`src/rtl/sine_cosine_taylor_series_defines.svh`:
```
// Assertion macros shared by the sine/cosine block.
`ifndef SINE_COSINE_TAYLOR_SERIES_DEFINES_SVH
`define SINE_COSINE_TAYLOR_SERIES_DEFINES_SVH
`ifndef SYNTHESIS
// Condition must never hold outside reset.
`define SCT_ASSERT_NEVER(lbl, clk, rst_n, cond) \
  lbl: assert property (@(posedge clk) disable iff (!rst_n) !(cond)) \
    else $error("sct assertion failed");
// Antecedent implies consequent in the same cycle.
`define SCT_ASSERT_IMPL(lbl, clk, rst_n, ante, cons) \
  lbl: assert property (@(posedge clk) disable iff (!rst_n) (ante) |-> (cons)) \
    else $error("sct assertion failed");
`else
`define SCT_ASSERT_NEVER(lbl, clk, rst_n, cond)
`define SCT_ASSERT_IMPL(lbl, clk, rst_n, ante, cons)
`endif
`endif

```
`src/rtl/sct_pkg.sv`:
```
// Types and constants shared by the sine/cosine modules.
package sct_pkg;

  // fraction bits of the internal fixed-point format
  localparam int QF = 48;
  // width of the reduced angle magnitude in Q.48
  localparam int XW = 51;
  // 2*pi in unsigned Q8.56
  localparam logic [63:0] TWO_PI_Q56 = (64'h3243F6A8885A308D + 64'd4) >> 3;
  // depth of the queue between front and back
  localparam int QDEPTH = 2;
  localparam int QAW = 1;

  // reduced angle handed from front to back
  typedef struct packed {
    logic          neg;
    logic [XW-1:0] x;
  } sct_item_t;

  // multiply request to the shared multiplier
  typedef struct packed {
    logic        start;
    logic [63:0] a;
    logic [63:0] b;
  } sct_mul_req_t;

  typedef enum logic {
    FR_IDLE,
    FR_REDUCE
  } sct_front_state_t;

  typedef enum logic [2:0] {
    BK_IDLE,
    BK_X2,
    BK_FS,
    BK_TS,
    BK_FC,
    BK_TC,
    BK_DONE
  } sct_back_state_t;

endpackage

```
`src/rtl/sct_queue.sv`:
```
// Short queue between the front end and the series engine.
module sct_queue import sct_pkg::*; (
  input  logic      clk,
  input  logic      rst_n,
  input  logic      push,
  input  sct_item_t wr_data,
  output logic      full,
  input  logic      pop,
  output sct_item_t rd_data,
  output logic      empty
);

  sct_item_t      mem [QDEPTH];
  logic [QAW-1:0] wr_ptr_r, rd_ptr_r;
  logic [QAW:0]   count_r;
  logic           do_push, do_pop;

  assign full    = (count_r == (QAW+1)'(QDEPTH));
  assign empty   = (count_r == '0);
  assign do_push = push && !full;
  assign do_pop  = pop && !empty;
  assign rd_data = mem[rd_ptr_r];

  // storage
  always_ff @(posedge clk) begin
    if (do_push) begin
      mem[wr_ptr_r] <= wr_data;
    end
  end

  // pointers and fill count
  always_ff @(posedge clk) begin
    if (!rst_n) begin
      wr_ptr_r <= '0;
      rd_ptr_r <= '0;
      count_r  <= '0;
    end else begin
      if (do_push) wr_ptr_r <= wr_ptr_r + 1'b1;
      if (do_pop)  rd_ptr_r <= rd_ptr_r + 1'b1;
      case ({do_push, do_pop})
        2'b10:   count_r <= count_r + 1'b1;
        2'b01:   count_r <= count_r - 1'b1;
        default: count_r <= count_r;
      endcase
    end
  end

endmodule

```
`config.mk`:
```
export PLATFORM = sky130hd
export DESIGN_NAME = sct_queue
export DESIGN_NICKNAME = d
export VERILOG_FILES = /design/src/rtl/sine_cosine_taylor_series_defines.svh /design/src/rtl/sct_pkg.sv /design/src/rtl/sct_queue.sv
export SDC_FILE = /design/constraint.sdc
export NUM_CORES = 1
export LEC_CHECK = 0
export BUFFER_PORTS_ARGS = -buffer_cell sky130_fd_sc_hd__buf_2
export CORE_AREA = 2 2 73 110
export CTS_BUF_LIST = sky130_fd_sc_hd__clkbuf_16
export DETAILED_ROUTE_END_ITERATION = 10
export DIE_AREA = 0 0 75 112
export GPL_ROUTABILITY_DRIVEN = 1
export PLACE_DENSITY = 0.89
export SKIP_LAST_GASP = 1
export SYNTH_ARGS = -nofsm -noshare
export SYNTH_HDL_FRONTEND = slang
export SYNTH_SLANG_ARGS = --single-unit
```
`constraint.sdc`:
```
create_clock -name clk -period 6.4 [get_ports clk]
set_input_delay 0.32 -clock clk [delete_from_list [all_inputs] [get_ports clk]]
set_output_delay 0.32 -clock clk [all_outputs]
set_load 0.05 [all_outputs]
```
==> results of run 1 <==
## layout by cell type, fill, tap and decap left out
cell and count:
or3_1 2, o21a_1 1, nor2b_1 2, inv_2 2
clkbuf_16 9, dfxtp_1 4, and3_2 1, xnor2_1 3
inv_1 2, ha_1 1, nor2_1 1, buf_2 109
nand2_1 1, nand2b_2 1, a21boi_1 2, mux2_2 52
bufinv_16 5, buf_4 1, clkinv_4 1, and2_1 1
dfxtp_2 1, o21ai_0 2, edfxtp_1 104
## metrics by stage
stage / hold WS (ns) / total power, mW / setup slack [ns] / area [µm²]
finish: 0.169 / 2.49 / 3.96 / 5020
global route: 0.155 / 2.58 / 3.83 / 5020
CTS: 0.155 / 2.52 / 3.89 / 5020
detailed placement: 0.511 / 1.83 / 4.18 / 4630
global placement: 0.478 / 1.81 / 4.26 / 4630
floorplan: 0.419 / 1.65 / 3.96 / 3970
## logic make-up (layout without fill, tap and decap cells)
| family | after synthesis | count (layout) |
|---|---|---|
| flops | 109 | 109 |
| mux | 52 | 52 |
| simple gates | 9 | 9 |
| buf+inv | 9 | 129 |
| compound gates | 5 | 5 |
| xor+xnor | 3 | 3 |
| fa+ha+maj | 1 | 1 |
## routing by layer
metal,share of wire,GRT usage,vias up
met5,0,0,-
met4,0.029,0.100,0
met3,0.051,0.0443,12
met2,0.56,0.280,66
met1,0.36,0.170,994
li1,-,-,965
## worst min path at each step
| stage | start | endpoint | depth (start not counted) |
|---|---|---|---|
| final | wr_data[42] | mem[0][42]$_DFFE_PP_ | 1 |
| after global routing | wr_data[51] | mem[0][51]$_DFFE_PP_ | 1 |
| after CTS | wr_data[48] | mem[0][48]$_DFFE_PP_ | 1 |
| after detailed placement | wr_data[6] | mem[0][6]$_DFFE_PP_ | 1 |
| after global placement | wr_ptr_r$_SDFFE_PN0P_ | wr_ptr_r$_SDFFE_PN0P_ | 2 |
| after floorplan | wr_data[0] | mem[0][0]$_DFFE_PP_ | 0 |
## state kept, by name, summed over array words and instances, names as in the netlist, named ones only
register	flops
mem	104
rd_ptr_r	1
count_r	2
wr_ptr_r	1
## critical path, stage by stage, from the launching register on
cell and delay (ns):
dfxtp_2 1.11, mux2_2 0.44, buf_2 0.22
## final cells by class
cell class                 instances  area [µm²]
clock buffer                       9         225
sequential                       109        3220
inverter                           3        11.3
fill                             516        2450
timing repair buffer             110         553
multi-input combinational         70         712
tap                              102         128
clock inverter                     7         163
## power by group through the flow
stage	logic (mW)	clock network [mW]	registers (mW)
after global routing	0.866	0.725	0.993
after detailed placement	0.831	0	0.997
after CTS	0.836	0.700	0.981
after floorplan	0.709	0	0.939
final	0.827	0.690	0.977
after global placement	0.821	0	0.988
==> flow_summary.ini, run 1 <==
[layout]
number_of_inserted_diodes = 0
area_growth_syn_to_layout_pct = 26.2
finish.cell_count_without_fillers = 410
layout-drive-gt1-share = 0.591
final_net_count = 360
postLayoutCoreUtil = 0.672

[clock_network]
ctsHoldBuffers = 0
clockRootBuffer = clkbuf_16
cts.reportedPaths.clkPinSlew_ns = 0.07
clock_latency_ns = 0.34
postCtsResizedCells = 0
cts-htree-levels = 3
cts_made_buffers = 9
cts_post_setup_buffers_inserted = 0
cts_buffer_depth = 2
clock-sinks = 109
cts_tree = built

[global_route]
grt_first_pass_wirelength_um = 9870
vias_in_the_first_global_route = 2126
grt.total_usage = 0.164
gr-total-overflow = 0
pin_count_of_the_biggest_net_entering_global_routing = 53
initial_antenna_violation_count = 0

[place]
dp.cells = 394
dp_hpwl_um = 4310
io_buffers = 109
place_congestion = 0.683

[setup_path]
critical_register_to_register_path_startpoint = count_r[0]$_SDFFE_PN0P_
setup.worst_path.class = reg -> out
setup.worst_path.start_class = register
cp_capture_point = rd_data[12]
reg2reg_setup_slack_ns = 4.19
endpoint_kind = output pin
cp.required_ns = 6.08
timing.rr.end = mem[0][15]$_DFFE_PP_
crit_path_max_fanout = 52
cp_data_arrival_time_ns = 2.12
ff2ff_path_depth = 4

[floorplanning]
fp.coreArea_mm2 = 0.00747
horizontal_die_dimension_um = 75
design.portCount = 110
die_area_mm2 = 0.00840
floorplan.initialDensity = 0.532
die-height_um = 112
site_row_count = 39

[route]
vias_per_cell = 4.97
drt-total-wl_um = 6510
detail_route.first_pass.iterations = 4
drcViolationCount = 0
avgRoutedWirePerCell_um = 15.9
route.antenna.remaining_nets = 0
via_count = 2037
drt-initial-drc-count = 75

[logic_synthesis]
post-synth-top-count-cell = edfxtp_1
synth-seq-area-share = 0.811
synth.top_cell.area_share = 0.786
adder_cell_share_of_the_synthesized_area = 0.00315
netlist_area_mm2 = 0.00397
instance_count_of_the_mapped_netlist = 188
synth.area.mux_share = 0.147
synth_top_family_by_area = multiplexers
async_flop_share = 0
synth_enable_flop_cells = 104
synth-xor-area-share = 0.00661
synth_area_per_cell_um2 = 21.1
ys_top_cells_by_area = edfxtp_1 (79%), mux2_2 (15%), dfxtp_1 (2.5%)
synthDistinctLibCells = 19
synth-seq-cells = 109
synth-compound-area-share = 0.00819
postSynth.topFlopCell = edfxtp_1
synth_top_area_cell = edfxtp_1
yosys_warnings = 0
synth.cells.most_frequent = edfxtp_1 (104), mux2_2 (52), buf_2 (5), dfxtp_1 (5), xnor2_1 (3)
synth.net_count = 245
synth_simple_gate_area_frac = 0.0135

[power]
switchingPower_mw = 0.890
vdd_ir_drop_max_v = 0.000432
p_leak_nw = 1.89
share_clk_of_total_power = 0.277
cellInternalPower_mw = 1.60
p_per_area_mw_per_mm2 = 497
swShare = 0.357
power.share.sequential = 0.392
combinationalPowerShare = 0.332

[sta]
rsz_0062_raised_after_global_routing = no
final_hold_viol_count = 0
finClkSkew_ns = 0.00751
min_period_over_period = 0.380
post-route-min-period_ns = 2.44
maxSlewHeadroom = 0.215
worstMarginPinSlew_ns = 1.18
drv_slew = 0
fin_setup_tns_ns = 0
fmax_mhz = 411
final-setup-viol-count = 0

[job]
cap_viol_max_count = 0

[status]
status = complete, no violations

[min_path]
type_of_the_tightest_min_delay_check = in -> reg
Note: power is estimated with default switching activity, not from simulation.
==> run 2, diff against run 1 <==
Settings changed: ABC_AREA from default to 1, CORE_AREA 2 2 73 110 to 2 2 77 116, DIE_AREA 0 0 75 112 to 0 0 79 118, PLACE_DENSITY 0.89 to 0.86.
Clock period 6.4 ns to 2.35 ns, I/O delays scaled along.
==> run 2 against run 1 <==
Net effect: clock power rose by 120%; synthesized area rose by 7.1%; non-clock buffer count rose by 56; clock skew barely moved; register-to-register slack got worse by 3.4 ns; largest power group unchanged; worst setup slack got worse by 3.6 ns; sequential share of layout area fell by 7.8 points; first-iteration DRC count rose by 59%.
==> flow_summary.ini, run 2 <==
[min_path]
hold-path-endpoint = count_r[1]$_SDFFE_PN0P_
min_from = rst_n
hold_path_depth = 3
type_of_the_tightest_min_delay_check = in -> reg

[setup_path]
endpoint_kind = output pin
critical_path.top_delay_family = flip-flops
crit_cells = 3
crit_path_max_fanout = 31
reg2reg_setup_slack_ns = 0.81
timing.rr.end = mem[0][8]$_DFFE_PP_
crit_slowest_cell = dfxtp_4
cp.required_ns = 2.23
cp_data_arrival_time_ns = 1.84
max_stage_delay_ns = 0.62
setup.worst_path.class = reg -> out
critical_path.cell_chain = buf_12 > mux2_4 > buf_2
setup.worst_path.start_class = register
critical_register_to_register_path_startpoint = count_r[0]$_SDFFE_PN0P_
ff2ff_path_depth = 5
crit_buf_inv = 2

[layout]
layout_commonest_cell = buf_2
layout-drive-gt1-share = 0.484
final_net_count = 430
max_flop_register = mem
largest_reg_flops = 104
area_growth_syn_to_layout_pct = 34.3
finish.cell_count_without_fillers = 485
layout.cell_area.non_filler_mm2 = 0.00572
largest_registers = mem: 104 flops, count_r: 2 flops
final_cell_mix = buf_2 (109), edfxtp_1 (104), dlygate4sd3_1 (52)
fillCellCount = 563
postLayoutCoreUtil = 0.688
number_of_inserted_diodes = 0

[sta]
fin_setup_tns_ns = 0
rsz_0062_raised_after_global_routing = no
worstMarginPinSlew_ns = 0.414
post-route-min-period_ns = 1.96
finalWorstSetupSlack_ns = 0.388
worst_hold_slack_ns = 0.0416
final_hold_viol_count = 0
final-setup-viol-count = 0
drv_slew = 0
finClkSkew_ns = 0.00793
maxSlewHeadroom = 0.724
fmax_mhz = 510
min_period_over_period = 0.835

[logic_synthesis]
synth-seq-area-share = 0.757
synth_top_area_cell = edfxtp_1
synth-xor-area-share = 0
yosys_warnings = 0
postSynth.topFlopCell = edfxtp_1
instance_count_of_the_mapped_netlist = 202
synthDistinctLibCells = 15
netlist_area_mm2 = 0.00426
synth_top_family_by_area = multiplexers
synth_simple_gate_area_frac = 0.0218
synth_area_per_cell_um2 = 21.1
synth.area.mux_share = 0.182
ys_top_cells_by_area = edfxtp_1 (73%), mux2_4 (18%), buf_12 (2.4%)
synth.cells.most_frequent = edfxtp_1 (104), mux2_4 (50), nor2_1 (12), inv_1 (9), nand2_1 (8)
post-synth-top-count-cell = edfxtp_1
synth-seq-cells = 109
adder_cell_share_of_the_synthesized_area = 0.00294
synth.top_cell.area_share = 0.734
synth.net_count = 259
async_flop_share = 0
synth-compound-area-share = 0.00235
synth_enable_flop_cells = 104

[floorplanning]
die_area_mm2 = 0.00932
die-height_um = 118
floorplan.initialDensity = 0.512
design.portCount = 110
fp.coreArea_mm2 = 0.00831
horizontal_die_dimension_um = 79
site_row_count = 41

[global_route]
pin_count_of_the_biggest_net_entering_global_routing = 32
gr-total-overflow = 0
grt.total_usage = 0.171
vias_in_the_first_global_route = 2477
initial_antenna_violation_count = 0
grt_first_pass_wirelength_um = 11800

[route]
route.antenna.remaining_nets = 0
vias_per_cell = 4.74
drt-total-wl_um = 7520
via_count = 2300
drt-initial-drc-count = 119
drcViolationCount = 0
avgRoutedWirePerCell_um = 15.5
detail_route.first_pass.iterations = 4

[clock_network]
postCtsResizedCells = 0
clockRootBuffer = clkbuf_16
cts-htree-levels = 3
cts_post_setup_buffers_inserted = 0
clock-sinks = 109
cts_made_buffers = 9
cts_buffer_depth = 2
cts_tree = built
cts.reportedPaths.clkPinSlew_ns = 0.07
clock_latency_ns = 0.34

[place]
preCtsSetupSlack_ns = 0.757
placed_cell_area_mm2 = 0.00489
dp.cells = 417
place_congestion = 0.717
io_buffers = 109

[job]
cap_viol_max_count = 0

[status]
status = complete, no violations

[power]
p_per_area_mw_per_mm2 = 1010
vdd_ir_drop_max_v = 0.000839
p_leak_nw = 2.31
fin_total_pwr_mw = 5.75
==> run 2: changes by cell type after synthesis, sizes merged, moves of 2 or more <==
cell	change
nor2b	-2
or3	-2
xnor2	-3
nor2	+12
a21boi	-2
nand2	+7
inv	+6
==> run 2: where the power goes <==
| part | switching (mW) | internal, mW | total (mW) |
|---|---|---|---|
| clock network | 0.616 | 0.918 | 1.53 |
| registers | 0.106 | 2.38 | 2.48 |
| logic | 1.14 | 0.599 | 1.74 |
==> run 2: timing repair <==
item                       in CTS  in global routing
hold buffers                   52                  0
setup endpoints to repair       0                  0
hold endpoints to repair      104                  0
==> run 2: per-layer routing <==
| metal | global-route usage | wire length [µm] | vias up |
|---|---|---|---|
| met4 | 0.117 | 300 | 0 |
| li1 | - | - | 1103 |
| met5 | 0 | 0 | - |
| met2 | 0.298 | 4140 | 77 |
| met3 | 0.0238 | 272 | 23 |
| met1 | 0.189 | 2800 | 1097 |
==> run 2: kinds of logic after synthesis <==
group / Yosys count
AOI/OAI and AO/OA: 2
adders and majority gates: 1
buffers and inverters: 15
DFF: 109
muxes: 52
and+or+nand+nor: 23
==> run 2: worst reg2reg max path: stages, from the launching register on <==
cell and delay (ns):
dfxtp_1 0.39, nor2_2 0.07, nor2_1 0.17, inv_1 0.13, nor2_4 0.10, buf_4 0.33
==> run 2: how the worst max path moves through the flow <==
stage,slack (ns),end
floorplan,0.17,mem[1][0]$_DFFE_PP_
global placement,0.77,rd_data[20]
detailed placement,0.76,rd_data[5]
CTS,0.38,rd_data[5]
global route,0.32,rd_data[21]
finish,0.39,rd_data[21]
==> run 2: cell type report <==
type | count | area, µm² | area share
Multi-Input combinational cell | 78 | 898 | 0.157
Inverter | 9 | 33.8 | 0.00591
Clock buffer | 9 | 225 | 0.0394
Timing Repair Buffer | 166 | 1120 | 0.195
Sequential cell | 109 | 3230 | 0.564
Clock inverter | 7 | 82.6 | 0.0144
Tap cell | 107 | 134 | 0.0234
==> run 3, diff against run 2 <==
Settings changed: ABC_AREA 1 to 0, CORE_AREA 2 2 77 116 to 2 2 79 119, DIE_AREA 0 0 79 118 to 0 0 81 121, PLACE_DENSITY 0.86 to 0.81.
Clock period 2.35 ns to 1.7 ns, I/O delays scaled along.
==> run 3 against run 2 <==
Net effect: first-iteration DRC count fell by 21%; critical path depth unchanged; largest cell class unchanged; register-to-register slack lost 0.67 ns; worst setup slack worse by 0.30 ns; critical path type unchanged; clock skew decreased by 0.0013 ns; combinational power up 100%.
==> flow_summary.ini, run 3 (synthesis gave the netlist of run 1 again) <==
[status]
status = complete, no violations

[clock_network]
clockRootBuffer = clkbuf_16
cts_tree = built
clock_latency_ns = 0.34
cts-htree-levels = 3
cts_made_buffers = 9
cts.reportedPaths.clkPinSlew_ns = 0.06
cts_buffer_depth = 2
clock-sinks = 109

[sta]
worstMarginPinSlew_ns = 0.284
rsz_0062_raised_after_global_routing = no
maxSlewHeadroom = 0.811
final_hold_viol_count = 0
finClkSkew_ns = 0.00659
fmax_mhz = 621
drv_slew = 0
post-route-min-period_ns = 1.61
final-setup-viol-count = 0
min_period_over_period = 0.947

[layout]
largest_registers = mem: 104 flops, count_r: 2 flops
fillCellCount = 615
area_growth_syn_to_layout_pct = 41.8
layout-drive-gt1-share = 0.512
number_of_inserted_diodes = 0
final_net_count = 418
largest_reg_flops = 104
layout_commonest_cell = buf_2
max_flop_register = mem
layout.cell_area.non_filler_mm2 = 0.00564
final_cell_mix = buf_2 (109), edfxtp_1 (104), dlygate4sd3_1 (53)

[global_route]
groute.layer.met3.usage = 0.0379
grt.total_usage = 0.161
grtUsageMet2 = 0.303
grt_busiest_layer = met2
initial_antenna_violation_count = 0
pin_count_of_the_biggest_net_entering_global_routing = 32
grt_first_pass_wirelength_um = 11500
vias_in_the_first_global_route = 2504
groute.layer.met1.usage = 0.157
gr-total-overflow = 0

[power]
p_per_area_mw_per_mm2 = 1680
p_leak_nw = 2.14
vdd_ir_drop_max_v = 0.00108
fin_total_pwr_mw = 9.47

[setup_path]
timing.rr.end = mem[0][41]$_DFFE_PP_
crit_buf_inv = 2
crit_slowest_cell = mux2_2
max_stage_delay_ns = 0.37
crit_path_max_fanout = 23
critical_register_to_register_path_startpoint = count_r[0]$_SDFFE_PN0P_
setup.worst_path.class = reg -> out
setup.worst_path.start_class = register
critical_path.cell_chain = buf_6 > mux2_2 > buf_2
ff2ff_path_depth = 5
reg2reg_setup_slack_ns = 0.14
endpoint_kind = output pin
cp_data_arrival_time_ns = 1.52
cp.required_ns = 1.62
critical_path.top_delay_family = buffers and inverters

[job]
cap_viol_max_count = 0

[place]
dp_hpwl_um = 4590
io_buffers = 109
place_congestion = 0.705
placed_cell_area_mm2 = 0.00475

[floorplanning]
design.portCount = 110
fp.coreArea_mm2 = 0.00872
site_row_count = 42
die-height_um = 121
floorplan.initialDensity = 0.456
die_area_mm2 = 0.00980
horizontal_die_dimension_um = 81

[min_path]
type_of_the_tightest_min_delay_check = in -> reg
hold_path_depth = 4
hold-path-endpoint = wr_ptr_r$_SDFFE_PN0P_
min_from = push

[route]
route.antenna.remaining_nets = 0
avgRoutedWirePerCell_um = 15.8
drt-initial-drc-count = 94
vias_per_cell = 4.75
via_count = 2256
detail_route.first_pass.iterations = 4
drcViolationCount = 0
drt-total-wl_um = 7520
-- run 3: what timing repair did --
item                                   CTS  global route
endpoints found under the hold margin  105             0
gates resized for setup                  1             0
setup buffers                            0             0
hold buffers                            53             0
setup endpoints to repair                1             0
-- run 3: worst max path at each step --
stage	slack [ns]	cells past startpoint	to
2_1_floorplan	-0.15	4	mem[0][0]$_DFFE_PP_
3_3_place_gp	0.18	5	mem[0][46]$_DFFE_PP_
3_5_place_dp	0.15	5	mem[0][47]$_DFFE_PP_
4_1_cts	0.07	3	rd_data[48]
5_1_grt	0.03	3	rd_data[21]
6_report	0.09	3	rd_data[21]
-- run 3: area by class of cell --
class	instances	area, µm²	area share
clock buffers	9	225	0.0400
clock inverters	6	128	0.0226
inverters	3	22.5	0.00400
multi-input cells	70	722	0.128
flip-flops and latches	109	3230	0.572
well taps	110	138	0.0244
repair buffers	168	1170	0.208
-- run 3: worst reg2reg max path, cell delays in order, from the launching register on --
cell and delay [ns]:
dfxtp_2 0.38, nand2b_4 0.18, inv_8 0.03, or3_4 0.34, clkinvlp_4 0.12, buf_12 0.19
-- run 3: layer usage --
metal	up-vias	wire length, µm
li1	1080	-
met1	1085	2710
met2	77	4290
met3	14	335
met4	0	182
met5	-	0
-- run 3: report_power, final --
| part | total, mW | internal (mW) | switching, mW |
|---|---|---|---|
| registers | 3.52 | 3.39 | 0.122 |
| logic | 3.55 | 1.11 | 2.44 |
| clock network | 2.40 | 1.57 | 0.833 |
-- run 3: stage by stage --
step	setup slack (ns)	setup TNS, ns	hold WS [ns]	utilization	instances
2_1_floorplan	-0.152	-7.89	0.184	-	188
3_3_place_gp	0.181	0	0.274	0.544	407
3_5_place_dp	0.149	0	0.276	0.544	407
4_1_cts	0.0704	0	0.145	0.646	475
5_1_grt	0.0282	0	0.186	0.646	475
6_report	0.0908	0	0.158	0.646	475
